--- src/hw/rtl/swsr_pkg.sv ---
// Package for the single-wire sensor reader: transaction structs, phase
// encoding, status codes, register indexes and register reset values.
// No dependencies; every other file of the block refers to it by scope.
`timescale 1ns / 1ps

package swsr_pkg;

  // Input transaction: one microsecond tick or a start request.
  typedef struct packed {
    logic func;
    logic line_level;
  } in_item_t;

  // Result transaction, one per accepted input transaction.
  typedef struct packed {
    logic        drive_enable;
    logic        drive_level;
    logic        busy_res;
    logic        done_res;
    logic [2:0]  status;
    logic [5:0]  bits_received;
    logic [15:0] humidity;
    logic signed [15:0] temperature;
  } result_t;

  // Configuration register file as seen by the sequencer.
  typedef struct packed {
    logic [23:0] pre_high_us;
    logic [23:0] start_low_us;
    logic [15:0] first_answer_timeout_us;
    logic [15:0] answer_timeout_us;
    logic [15:0] bit_timeout_us;
    logic [7:0]  one_threshold_us;
  } cfg_t;

  // Decoded frame, produced by the frame checker.
  typedef struct packed {
    logic        sum_ok;
    logic [15:0] humidity;
    logic [15:0] temperature;
  } frame_info_t;

  typedef enum logic [6:0] {
    PH_IDLE      = 7'b000_0001,
    PH_PRE_HIGH  = 7'b000_0010,
    PH_START_LOW = 7'b000_0100,
    PH_WAIT_LOW1 = 7'b000_1000,
    PH_WAIT_HIGH = 7'b001_0000,
    PH_WAIT_LOW2 = 7'b010_0000,
    PH_DATA      = 7'b100_0000
  } phase_t;

  localparam logic FUNC_TICK  = 1'b0;
  localparam logic FUNC_START = 1'b1;

  localparam logic [2:0] ST_OK          = 3'd0;
  localparam logic [2:0] ST_NO_ANSWER   = 3'd1;
  localparam logic [2:0] ST_HS_TIMEOUT  = 3'd2;
  localparam logic [2:0] ST_BIT_TIMEOUT = 3'd3;
  localparam logic [2:0] ST_CHECKSUM    = 3'd4;

  localparam int CFG_IDX_W = 3;
  localparam int CFG_DATA_W = 24;

  localparam logic [CFG_IDX_W-1:0] REG_PRE_HIGH      = 3'd0;
  localparam logic [CFG_IDX_W-1:0] REG_START_LOW     = 3'd1;
  localparam logic [CFG_IDX_W-1:0] REG_FIRST_ANSWER  = 3'd2;
  localparam logic [CFG_IDX_W-1:0] REG_ANSWER        = 3'd3;
  localparam logic [CFG_IDX_W-1:0] REG_BIT_TIMEOUT   = 3'd4;
  localparam logic [CFG_IDX_W-1:0] REG_ONE_THRESHOLD = 3'd5;

  localparam logic [23:0] PRE_HIGH_RST      = 24'd2000000;
  localparam logic [23:0] START_LOW_RST     = 24'd20000;
  localparam logic [15:0] FIRST_ANSWER_RST  = 16'd100;
  localparam logic [15:0] ANSWER_RST        = 16'd200;
  localparam logic [15:0] BIT_TIMEOUT_RST   = 16'd1000;
  localparam logic [7:0]  ONE_THRESHOLD_RST = 8'd40;

endpackage

--- src/hw/rtl/swsr_frame.sv ---
// Frame checker: byte-sum checksum and humidity/temperature extraction.
// Depends on swsr_pkg for the decoded frame struct.
`timescale 1ns / 1ps

module swsr_frame #(
  parameter int FRAME_BITS = 40
) (
  input  logic [FRAME_BITS-1:0] frame,
  output swsr_pkg::frame_info_t info
);

  logic [63:0] frame_wide;
  logic [7:0]  byte_sum;
  logic [15:0] temp_raw;
  logic [15:0] temp_mag;

  assign frame_wide = 64'(frame);

  // Every byte above the lowest one is summed; the lowest byte is the checksum.
  always_comb begin
    byte_sum = '0;
    for (int i = 1; i < 8; i++) begin
      if (8 * i < FRAME_BITS) begin
        byte_sum = byte_sum + frame_wide[8*i +: 8];
      end
    end
  end

  assign temp_raw = frame_wide[23:8];
  assign temp_mag = {1'b0, temp_raw[14:0]};

  always_comb begin
    info.sum_ok   = (byte_sum == frame_wide[7:0]);
    info.humidity = frame_wide[FRAME_BITS-16 +: 16];
    // Sign-magnitude to two's complement; negative zero comes out as zero.
    info.temperature = temp_raw[15] ? (16'd0 - temp_mag) : temp_mag;
  end

endmodule

--- src/hw/rtl/swsr_core.sv ---
// Read sequencer: phase register, tick timer, bit shifter and result values.
// Depends on swsr_pkg and instantiates swsr_frame.
`timescale 1ns / 1ps

module swsr_core #(
  parameter int FRAME_BITS  = 40,
  parameter int TIMER_WIDTH = 24
) (
  input  logic                clk,
  input  logic                rst,
  input  logic                advance,
  input  swsr_pkg::in_item_t  item,
  input  swsr_pkg::cfg_t      cfg,
  output swsr_pkg::result_t   result
);

  localparam int CNT_W = $clog2(FRAME_BITS + 1);
  localparam logic [TIMER_WIDTH-1:0] TIMER_MAX = {TIMER_WIDTH{1'b1}};

  swsr_pkg::phase_t        phase, phase_next;
  logic [TIMER_WIDTH-1:0]  elapsed, elapsed_next;
  logic                    prev_level, prev_level_next;
  logic [CNT_W-1:0]        bit_count, bit_count_next;
  logic [FRAME_BITS-1:0]   frame_shift, frame_shift_next;
  logic [15:0]             humidity, humidity_next;
  logic [15:0]             temperature, temperature_next;
  logic [2:0]              status, status_next;
  logic                    done;

  logic [TIMER_WIDTH-1:0]  elapsed_inc;
  logic [31:0]             tick32;
  logic                    want_level;
  logic [15:0]             wait_limit;
  logic [FRAME_BITS-1:0]   shifted;
  swsr_pkg::frame_info_t   info;

  assign elapsed_inc = (elapsed == TIMER_MAX) ? elapsed : elapsed + 1'b1;
  assign tick32      = 32'(elapsed_inc);
  assign want_level  = (phase == swsr_pkg::PH_WAIT_HIGH);
  assign wait_limit  = (phase == swsr_pkg::PH_WAIT_LOW1) ? cfg.first_answer_timeout_us
                                                         : cfg.answer_timeout_us;
  assign shifted     = {frame_shift[FRAME_BITS-2:0],
                        (tick32 > 32'(cfg.one_threshold_us))};

  swsr_frame #(.FRAME_BITS(FRAME_BITS)) u_frame (
    .frame (shifted),
    .info  (info)
  );

  always_comb begin
    phase_next       = phase;
    elapsed_next     = elapsed;
    prev_level_next  = prev_level;
    bit_count_next   = bit_count;
    frame_shift_next = frame_shift;
    humidity_next    = humidity;
    temperature_next = temperature;
    status_next      = status;
    done             = 1'b0;

    if (item.func == swsr_pkg::FUNC_START) begin
      if (phase == swsr_pkg::PH_IDLE) begin
        phase_next       = swsr_pkg::PH_PRE_HIGH;
        elapsed_next     = '0;
        bit_count_next   = '0;
        frame_shift_next = '0;
      end
    end else begin
      unique case (phase)
        swsr_pkg::PH_IDLE: begin
        end
        swsr_pkg::PH_PRE_HIGH: begin
          elapsed_next = elapsed_inc;
          if (tick32 >= 32'(cfg.pre_high_us)) begin
            phase_next   = swsr_pkg::PH_START_LOW;
            elapsed_next = '0;
          end
        end
        swsr_pkg::PH_START_LOW: begin
          elapsed_next = elapsed_inc;
          if (tick32 >= 32'(cfg.start_low_us)) begin
            phase_next   = swsr_pkg::PH_WAIT_LOW1;
            elapsed_next = '0;
          end
        end
        swsr_pkg::PH_WAIT_LOW1, swsr_pkg::PH_WAIT_HIGH, swsr_pkg::PH_WAIT_LOW2: begin
          if (item.line_level == want_level) begin
            elapsed_next = '0;
            if (phase == swsr_pkg::PH_WAIT_LOW1) begin
              phase_next = swsr_pkg::PH_WAIT_HIGH;
            end else if (phase == swsr_pkg::PH_WAIT_HIGH) begin
              phase_next = swsr_pkg::PH_WAIT_LOW2;
            end else begin
              phase_next       = swsr_pkg::PH_DATA;
              prev_level_next  = 1'b0;
              bit_count_next   = '0;
              frame_shift_next = '0;
            end
          end else begin
            elapsed_next = elapsed_inc;
            if (tick32 > 32'(wait_limit)) begin
              status_next = (phase == swsr_pkg::PH_WAIT_LOW1) ? swsr_pkg::ST_NO_ANSWER
                                                              : swsr_pkg::ST_HS_TIMEOUT;
              phase_next  = swsr_pkg::PH_IDLE;
              done        = 1'b1;
            end
          end
        end
        swsr_pkg::PH_DATA: begin
          elapsed_next = elapsed_inc;
          if (item.line_level == prev_level) begin
            if (tick32 > 32'(cfg.bit_timeout_us)) begin
              status_next = swsr_pkg::ST_BIT_TIMEOUT;
              phase_next  = swsr_pkg::PH_IDLE;
              done        = 1'b1;
            end
          end else begin
            if (!item.line_level) begin
              // Falling edge closes a high pulse: judge it and shift it in.
              frame_shift_next = shifted;
              bit_count_next   = bit_count + 1'b1;
              if (32'(bit_count) + 32'd1 >= 32'(FRAME_BITS)) begin
                phase_next = swsr_pkg::PH_IDLE;
                done       = 1'b1;
                if (info.sum_ok) begin
                  humidity_next    = info.humidity;
                  temperature_next = info.temperature;
                  status_next      = swsr_pkg::ST_OK;
                end else begin
                  status_next = swsr_pkg::ST_CHECKSUM;
                end
              end
            end
            elapsed_next    = '0;
            prev_level_next = item.line_level;
          end
        end
        default: begin
          phase_next = swsr_pkg::PH_IDLE;
        end
      endcase
    end
  end

  always_comb begin
    result.drive_enable  = (phase_next == swsr_pkg::PH_PRE_HIGH) ||
                           (phase_next == swsr_pkg::PH_START_LOW);
    result.drive_level   = (phase_next == swsr_pkg::PH_PRE_HIGH);
    result.busy_res      = (phase_next != swsr_pkg::PH_IDLE);
    result.done_res      = done;
    result.status        = status_next;
    result.bits_received = 6'(bit_count_next);
    result.humidity      = humidity_next;
    result.temperature   = temperature_next;
  end

  always_ff @(posedge clk) begin
    if (rst) begin
      phase       <= swsr_pkg::PH_IDLE;
      elapsed     <= '0;
      prev_level  <= 1'b0;
      bit_count   <= '0;
      frame_shift <= '0;
      humidity    <= '0;
      temperature <= '0;
      status      <= swsr_pkg::ST_OK;
    end else if (advance) begin
      phase       <= phase_next;
      elapsed     <= elapsed_next;
      prev_level  <= prev_level_next;
      bit_count   <= bit_count_next;
      frame_shift <= frame_shift_next;
      humidity    <= humidity_next;
      temperature <= temperature_next;
      status      <= status_next;
    end
  end

endmodule

--- src/hw/rtl/swsr_out_buf.sv ---
// Result buffer: output register plus one skid entry behind it.
// Depends on swsr_pkg for the result struct.
`timescale 1ns / 1ps

module swsr_out_buf (
  input  logic               clk,
  input  logic               rst,
  input  logic               push,
  input  swsr_pkg::result_t  push_data,
  output logic               has_room,
  output logic               out_valid,
  input  logic               out_ready,
  output swsr_pkg::result_t  out_data
);

  logic              skid_valid;
  swsr_pkg::result_t skid_data;
  logic              pop;

  assign pop      = out_valid && out_ready;
  assign has_room = !skid_valid;

  always_ff @(posedge clk) begin
    if (rst) begin
      out_valid  <= 1'b0;
      skid_valid <= 1'b0;
    end else begin
      if (skid_valid && pop) begin
        out_valid  <= 1'b1;
        skid_valid <= 1'b0;
      end else if (push) begin
        if (!out_valid || pop) begin
          out_valid <= 1'b1;
        end else begin
          skid_valid <= 1'b1;
        end
      end else if (pop) begin
        out_valid <= 1'b0;
      end
    end
  end

  always_ff @(posedge clk) begin
    if (skid_valid && pop) begin
      out_data <= skid_data;
    end else if (push && (!out_valid || pop)) begin
      out_data <= push_data;
    end
    if (push && out_valid && !pop) begin
      skid_data <= push_data;
    end
  end

endmodule

--- src/hw/rtl/single_wire_sensor_reader.sv ---
// Top level of the single-wire humidity/temperature sensor reader.
// Depends on swsr_pkg; instantiates swsr_core and swsr_out_buf.
`timescale 1ns / 1ps

// How the block is used:
// The input channel (in_valid/in_ready/in_data) carries one transaction per
// microsecond tick with the sampled line level, or a start request. Every
// accepted input transaction yields exactly one result transaction on the
// output channel (out_valid/out_ready/out_data), showing the line drive, the
// busy and done flags, the status, the bit count and the last good humidity
// and temperature. The configuration channel (cfg_valid/cfg_ready/cfg_index/
// cfg_data) writes the timing registers; it is always ready. Software must
// write it only while no read is in progress; the block does not enforce this.
// An accepted transaction sits in the input register, then the sequencer
// updates its state and the result is registered. Throughput is one
// transaction per cycle while the output buffer has room, set by the single
// pass through the sequencer logic between those two registers.
// When the receiver stalls, the output register and a skid entry hold two
// results and the input register a third; only then does in_ready drop.
// Reset returns the sequencer and configuration registers to their defaults,
// the sequencer to idle and empties the pipeline. No clearing pass is needed.
module single_wire_sensor_reader #(
  parameter int FRAME_BITS  = 40,
  parameter int TIMER_WIDTH = 24
) (
  input  logic                                clk,
  input  logic                                rst,
  input  logic                                in_valid,
  output logic                                in_ready,
  input  swsr_pkg::in_item_t                  in_data,
  output logic                                out_valid,
  input  logic                                out_ready,
  output swsr_pkg::result_t                   out_data,
  input  logic                                cfg_valid,
  output logic                                cfg_ready,
  input  logic [swsr_pkg::CFG_IDX_W-1:0]      cfg_index,
  input  logic [swsr_pkg::CFG_DATA_W-1:0]     cfg_data
);

  // Input register in front of the sequencer.
  logic               in_q_valid;
  swsr_pkg::in_item_t in_q;

  logic               advance;
  logic               buf_room;
  swsr_pkg::result_t  core_result;
  swsr_pkg::cfg_t     cfg;

  // The sequencer steps whenever a transaction waits and the buffer can take
  // its result; the input register refills in the same cycle.
  assign advance   = in_q_valid && buf_room;
  assign in_ready  = !in_q_valid || advance;
  assign cfg_ready = 1'b1;

  always_ff @(posedge clk) begin
    if (rst) begin
      in_q_valid <= 1'b0;
    end else if (in_ready) begin
      in_q_valid <= in_valid;
    end
  end

  always_ff @(posedge clk) begin
    if (in_valid && in_ready) begin
      in_q <= in_data;
    end
  end

  // Configuration registers; data is cut to each register's width, and an
  // index outside the register list is ignored.
  always_ff @(posedge clk) begin
    if (rst) begin
      cfg.pre_high_us             <= swsr_pkg::PRE_HIGH_RST;
      cfg.start_low_us            <= swsr_pkg::START_LOW_RST;
      cfg.first_answer_timeout_us <= swsr_pkg::FIRST_ANSWER_RST;
      cfg.answer_timeout_us       <= swsr_pkg::ANSWER_RST;
      cfg.bit_timeout_us          <= swsr_pkg::BIT_TIMEOUT_RST;
      cfg.one_threshold_us        <= swsr_pkg::ONE_THRESHOLD_RST;
    end else if (cfg_valid && cfg_ready) begin
      unique case (cfg_index)
        swsr_pkg::REG_PRE_HIGH:      cfg.pre_high_us             <= cfg_data;
        swsr_pkg::REG_START_LOW:     cfg.start_low_us            <= cfg_data;
        swsr_pkg::REG_FIRST_ANSWER:  cfg.first_answer_timeout_us <= cfg_data[15:0];
        swsr_pkg::REG_ANSWER:        cfg.answer_timeout_us       <= cfg_data[15:0];
        swsr_pkg::REG_BIT_TIMEOUT:   cfg.bit_timeout_us          <= cfg_data[15:0];
        swsr_pkg::REG_ONE_THRESHOLD: cfg.one_threshold_us        <= cfg_data[7:0];
        default: begin
        end
      endcase
    end
  end

  swsr_core #(
    .FRAME_BITS  (FRAME_BITS),
    .TIMER_WIDTH (TIMER_WIDTH)
  ) u_core (
    .clk     (clk),
    .rst     (rst),
    .advance (advance),
    .item    (in_q),
    .cfg     (cfg),
    .result  (core_result)
  );

  swsr_out_buf u_out_buf (
    .clk       (clk),
    .rst       (rst),
    .push      (advance),
    .push_data (core_result),
    .has_room  (buf_room),
    .out_valid (out_valid),
    .out_ready (out_ready),
    .out_data  (out_data)
  );

endmodule

--- config.mk ---
export PLATFORM = sky130hd
export DESIGN_NAME = single_wire_sensor_reader
export DESIGN_NICKNAME = d
export VERILOG_FILES = /design/src/hw/rtl/swsr_pkg.sv /design/src/hw/rtl/swsr_frame.sv /design/src/hw/rtl/swsr_core.sv /design/src/hw/rtl/swsr_out_buf.sv /design/src/hw/rtl/single_wire_sensor_reader.sv
export SDC_FILE = /design/constraint.sdc
export NUM_CORES = 1
export LEC_CHECK = 0
export ABC_AREA = 1
export ABC_CLOCK_PERIOD_IN_PS = 4300
export BUFFER_PORTS_ARGS = -buffer_cell sky130_fd_sc_hd__buf_2
export CORE_MARGIN = 1.5
export CORE_UTILIZATION = 35
export CTS_CLUSTER_DIAMETER = 120
export CTS_CLUSTER_SIZE = 40
export DETAILED_ROUTE_END_ITERATION = 10
export GPL_TIMING_DRIVEN = 0
export PLACE_DENSITY_LB_ADDON = 0.1
export SLEW_MARGIN = 20
export SYNTH_ARGS = -nofsm -noshare
export SYNTH_HDL_FRONTEND = slang
export SYNTH_HIERARCHICAL = 1
export SYNTH_SLANG_ARGS = --single-unit
export TNS_END_PERCENT = 30
--- constraint.sdc ---
create_clock -name clk -period 4.3 [get_ports clk]
set_clock_uncertainty 0.2 [all_clocks]
set_input_delay 0.86 -clock clk [delete_from_list [all_inputs] [get_ports clk]]
set_output_delay 0.86 -clock clk [all_outputs]
set_load 0.005 [all_outputs]
# == Word level (Yosys, flattened, before mapping) ==
# Index checks and enable logic that the tools add are counted.
# totals
inputBits,34
ff_bits,311
romBits,0
latch_bits,0
n_memories,0
wordCells,193
ram_bits,0
# op_classes
bitwise_logic,2
n_reduce_logical,33
div,0
n_eq_ne,30
add_sub_neg,7
muxes,80
mul,0
shifts,0
n_lt_le_gt_ge,6
# op_table
cell,count
$mux W39,7
$mux W16,14
$mux W24,7
$pmux W24 S4,1
$mux W45,2
$mux W7,12
$pmux W39 S2,1
$ge A24 B24 Y1,2
$gt A24 B16 Y1,2
$mux W6,7
$pmux W7 S5,1
$ge A32 B6 Y1 const B,1
$add A24 B1 Y24 const B,1
$add A8 B8 Y8,3
$eq A24 B24 Y1 const B,1
$gt A24 B8 Y1,1
$mux W3,8
$reduce_and A2 Y1,8
$sub A1 B15 Y16 const A,1
$mux W1,15
$eq A7 B2 Y1 const B,2
$eq A7 B3 Y1 const B,2
$ne A3 B3 Y1 const B,4
$pmux W6 S2,1
33 further kinds,54

# == Logic depth before layout (Yosys ltp) ==
# logic_depth
word_depth,12
depth_mapped,33
mapped_depth_nobuf,33

# == Modules after synthesis ==
# The synthesis kept the hierarchy.
# by_module_without_submodules
module,seq_area_each_um2,cells_per_inst,area_per_inst_um2,instances
swsr_core,2242.2,1360,8622.0,1
single_wire_sensor_reader,2162.1,592,4184.0,1
swsr_out_buf,2742.6,252,3653.5,1
swsr_frame,0.0,195,1255.0,1

# == Worst setup path before layout ==
# No wires, ideal clock.
# synth_timing
path_type,register to register
startpoint,register u_core.elapsed[0]
endpoint,"register, netlist name u_out_buf/out_data[11]"
slack_ns,-0.099
arrival_ns,3.946
path_buffers,1
period_less_slack_ns,4.399
path_stages_with_launch,32
cell_sequence,dfxtp_1 ha_1 inv_1 nor2_4 nand2_4 inv_1 nand3_1 nor2_1 inv_1 nand2_1 nor2_1 xor2_1 ha_1 nand4_1 nor2_1 o221ai_1 nor2_1 o2111ai_1 nand2_1 nand2_1 nand3_1 nor2_1 nand2_1 nor2_1 nand3_1 nor2_1 nand3_1 clkbuf_1 nor2_1 a21oi_1 nand2_1 o21ai_2
# synth_lines
item,line,source
from (decl),swsr_core.sv:21,"logic [TIMER_WIDTH-1:0] elapsed, elapsed_next;"
from (signal assigned),swsr_core.sv:169,elapsed <= elapsed_next;

==> flow_summary.toml <==
[synthesis]
ys.flop_type = "dfxtp_1"
synth_nets = 2533
netlist.area_leader.share_pct = 24.7
synth_area_um2 = 17700
seq_area_frac_synth_pct = 40.3
ys_ff_latch = 311
ys_async_sr_fraction_pct = 0
synth_edf_count = 92
yosys_warnings = 6
synth_area_leader_cell = "dfxtp_1"
syn-mean-instance-area_um2 = 7.38
synth_cell_types = 57
synth_area_leaders = "dfxtp_1 25%, edfxtp_1 16%, nand2_1 12%"
syn-instance-count = 2399

[global_routing]
grt_antenna_before_repair = 0
grt_start_max_net_pins = 42
grt_util_all_layers_pct = 20.3
gr-total-overflow = 0
grt_pass1_vias = 14800
grt_pass1_wl_um = 84000

[pwr]
pwr-share-comb_pct = 10.9
sw_frac_of_total_pct = 28.3
p_int_w = 0.00404
power.switching_w = 0.00159
p_leak_nw = 9.55
powerDensity_nw_per_um2 = 270
vdd_ir_drop_max_v = 0.000223
seq_power_share_pct = 55.9
total_power_w = 0.00563
pwr-share-clk_pct = 33.2

[detailed_routing]
drt_iter0_drc = 915
viasPerCell = 4.85
wirelength_um = 53400
post_drt_wl_per_cell_um = 16.6
drc = 0
vias = 15600
antenna_left = 0
drt_first_pass_iters = 5

[timing]
tightestPinTransition_ps = 918
timing.final.ws_setup_ps = -330
finalCritPeriodShare_pct = 108
finalHoldViolations = 0
timing.setup.tns_ps = -19650
drv_slew = 0
maxSlewHeadroom_pct = 38.6
fin_hold_ws_ps = 270
setup_viol = 126
period_minus_slack_ps = 4630
rsz0062_at_grt = "true"
fmax_mhz = 216

[hold_path]
hold_depth = 2
holdCritPathClass = "register to register"

[worst_setup_path]
worstPathRequired_ps = 4400
rr_worst_depth = 24
critPathArrivalTime_ps = 4730
max_stage_delay_ps = 770
end_kind = "register"
rrSetupSlack_ps = -330
cp_slowest_cell = "xor2_1"
critical_path_class = "register to register"
crit_fanout = 6
start_kind = "register"
path_cells = "ha_4 > inv_2 > nor2_4 > nand2_4 > inv_2 > nand3_4 > nor2_4 > buf_4 > nor3_1 > xor2_1 > ha_1 > nand2_1 > o21a_1 > o221ai_1 > a21oi_1 > nand3_1 > a22oi_1 > inv_1 > nand3_1 > nor2_1 > nand2_1 > nand2_1 > nand2_1 > o21ai_2"
crit_top_cell = "nand2_1"

[clock_network]
postCtsHoldBufs = 0
clockBufferDepth = 3
clk_latency_ps = 560
cts_sinks = 311
clk_pin_slew_ps = 140
htreeDepth = 1
cts_tree = "built"
cts_buffers = 14
clock-root-buffer = "clkbuf_16"

[die]
die_h_um = 228
start_util_pct = 35.4
num_io_pins = 82
die_x_um = 228
rows = 82
dieArea_um2 = 52000
coreArea_um2 = 50100

[layout]
fin_area_um2 = 20900
nets = 2668
area_delta_synth_final_pct = 17.8
drive_above_1_share_pct = 17.7
n_antenna_cell = 0

[run]
cap_violations = 0

[placement]
hpwl_um = 39900
preCtsSetupSlack_ps = -2370
dpl-instance-area_um2 = 19100
port_buffers = 80
gp_congestion = 0.880

[outcome]
failed_checks = "setup timing"
status = "finished, violations left"
cells in the mapped netlist (all sizes together) (4+ instances only):
master / number
o211ai: 4
nand2: 591
a21oi: 195
nand4: 38
ha: 86
o221ai: 4
o21ai: 111
dfxtp: 219
a221oi: 4
inv: 352
mux2i: 12
nor2: 299
nor4: 7
fa: 14
xnor2: 14
a211oi: 6
xor2: 16
clkbuf: 36
buf: 77
edfxtp: 92
nand3: 175
o21bai: 4
nor3: 13
o2111ai: 4
flip-flops by register name (all words and copies together) (netlist names), 2 cells and up:
signal	flops
u_out_buf/out_data	45
u_core/humidity	16
cfg	104
u_core/status	3
in_q	2
u_core/temperature	16
u_core/phase	7
u_out_buf/skid_data	45
u_core/frame_shift	39
u_core/elapsed	24
u_core/bit_count	6
final cells by class:
| cell class | instances | area [µm²] |
|---|---|---|
| buffer | 112 | 791 |
| multi-input combinational | 1622 | 9400 |
| clock buffer | 16 | 379 |
| clock inverter | 8 | 150 |
| fill | 5230 | 29200 |
| sequential | 311 | 7190 |
| timing repair buffer | 119 | 802 |
| tap | 672 | 841 |
| inverter | 354 | 1330 |
per-stage QoR:
| stage | std cells | util [%] |
|---|---|---|
| after global routing | 3214 | 41.7 |
| final | 3214 | 41.7 |
| after global placement | 3151 | 37.9 |
| after CTS | 3207 | 41.3 |
| after detailed placement | 3154 | 38.1 |
| after floorplan | 2399 | - |
layout by cell type (no fill, tap or decap), types with 12 or more instances in the layout:
master     Yosys  final
nand2_1      575    561
inv_1        342    338
nor2_1       283    243
dfxtp_1      219    200
nand3_1      169    165
a21oi_1      195    162
buf_2         29    109
edfxtp_1      92     92
ha_1          86     84
buf_4         26     54
o21ai_2       47     54
nand4_1       38     38
nor2_4         4     33
o21ai_0       62     31
clkbuf_1      36     30
o21ai_1        2     26
a21oi_4        0     25
nand2_2       14     23
nor2_2        11     22
clkbuf_16      0     22
inv_2         10     14
fa_1          14     14
xor2_1        16     13
buf_6         12     13
dfxtp_2        0     13
mux2i_1       12     12
worst max-delay path: cells and delay by family (launching register included):
kind                     cells  cell delay [ps]
AND/OR/NAND/NOR             12             1220
AO/OA/AOI/OAI                5              930
XOR/XNOR                     1              770
adder cells (fa/ha/maj)      2              550
flip-flops                   1              390
buffers and inverters        4              320
final timing paths:
check,to,start
worst max-delay path,u_out_buf/out_data[44],u_core/elapsed[1]
worst min-delay path,cfg[31],cfg[31]
worst max register to register,u_out_buf/out_data[44],u_core/elapsed[1]
worst min register to register,cfg[31],cfg[31]
power by group through the flow:
stage          registers (W)  clock network, W  logic, W
3_3_place_gp         0.00322                 0  0.000555
3_5_place_dp         0.00322                 0  0.000571
2_1_floorplan        0.00321                 0  0.000365
5_1_grt              0.00316           0.00204  0.000682
6_report             0.00315           0.00187  0.000611
4_1_cts              0.00315           0.00194  0.000597
routing by layer:
metal / share of wire [%] / up-vias / GRT usage [%] / wire length, µm
li1: - / 7951 / - / -
met1: 48 / 7236 / 28.2 / 25400
met2: 46 / 327 / 33.9 / 24400
met3: 4.1 / 74 / 2.01 / 2200
met4: 2.6 / 0 / 5.15 / 1380
met5: 0 / - / 0 / 0
timing repair:
action / CTS / global route
gates resized for setup: 218 / 42
hold endpoints to repair: 0 / 0
pin swaps: 44 / 32
setup buffers: 25 / 7
cloned: 5 / 0
setup endpoints to repair: 145 / 142
cell families after synthesis:
kind of cell / count (synthesis) / share of synthesized area (%)
buffers and inverters: 467 / 11.2
and+or+nand+nor: 1132 / 27.1
muxes: 12 / 0.678
AOI/OAI and AO/OA: 345 / 11.4
DFF: 311 / 40.3
xor gates and xnor gates: 31 / 1.62
other: 1 / 0.0212
adders and majority gates: 100 / 7.66
No activity file was read; power rests on OpenSTA's default activity.
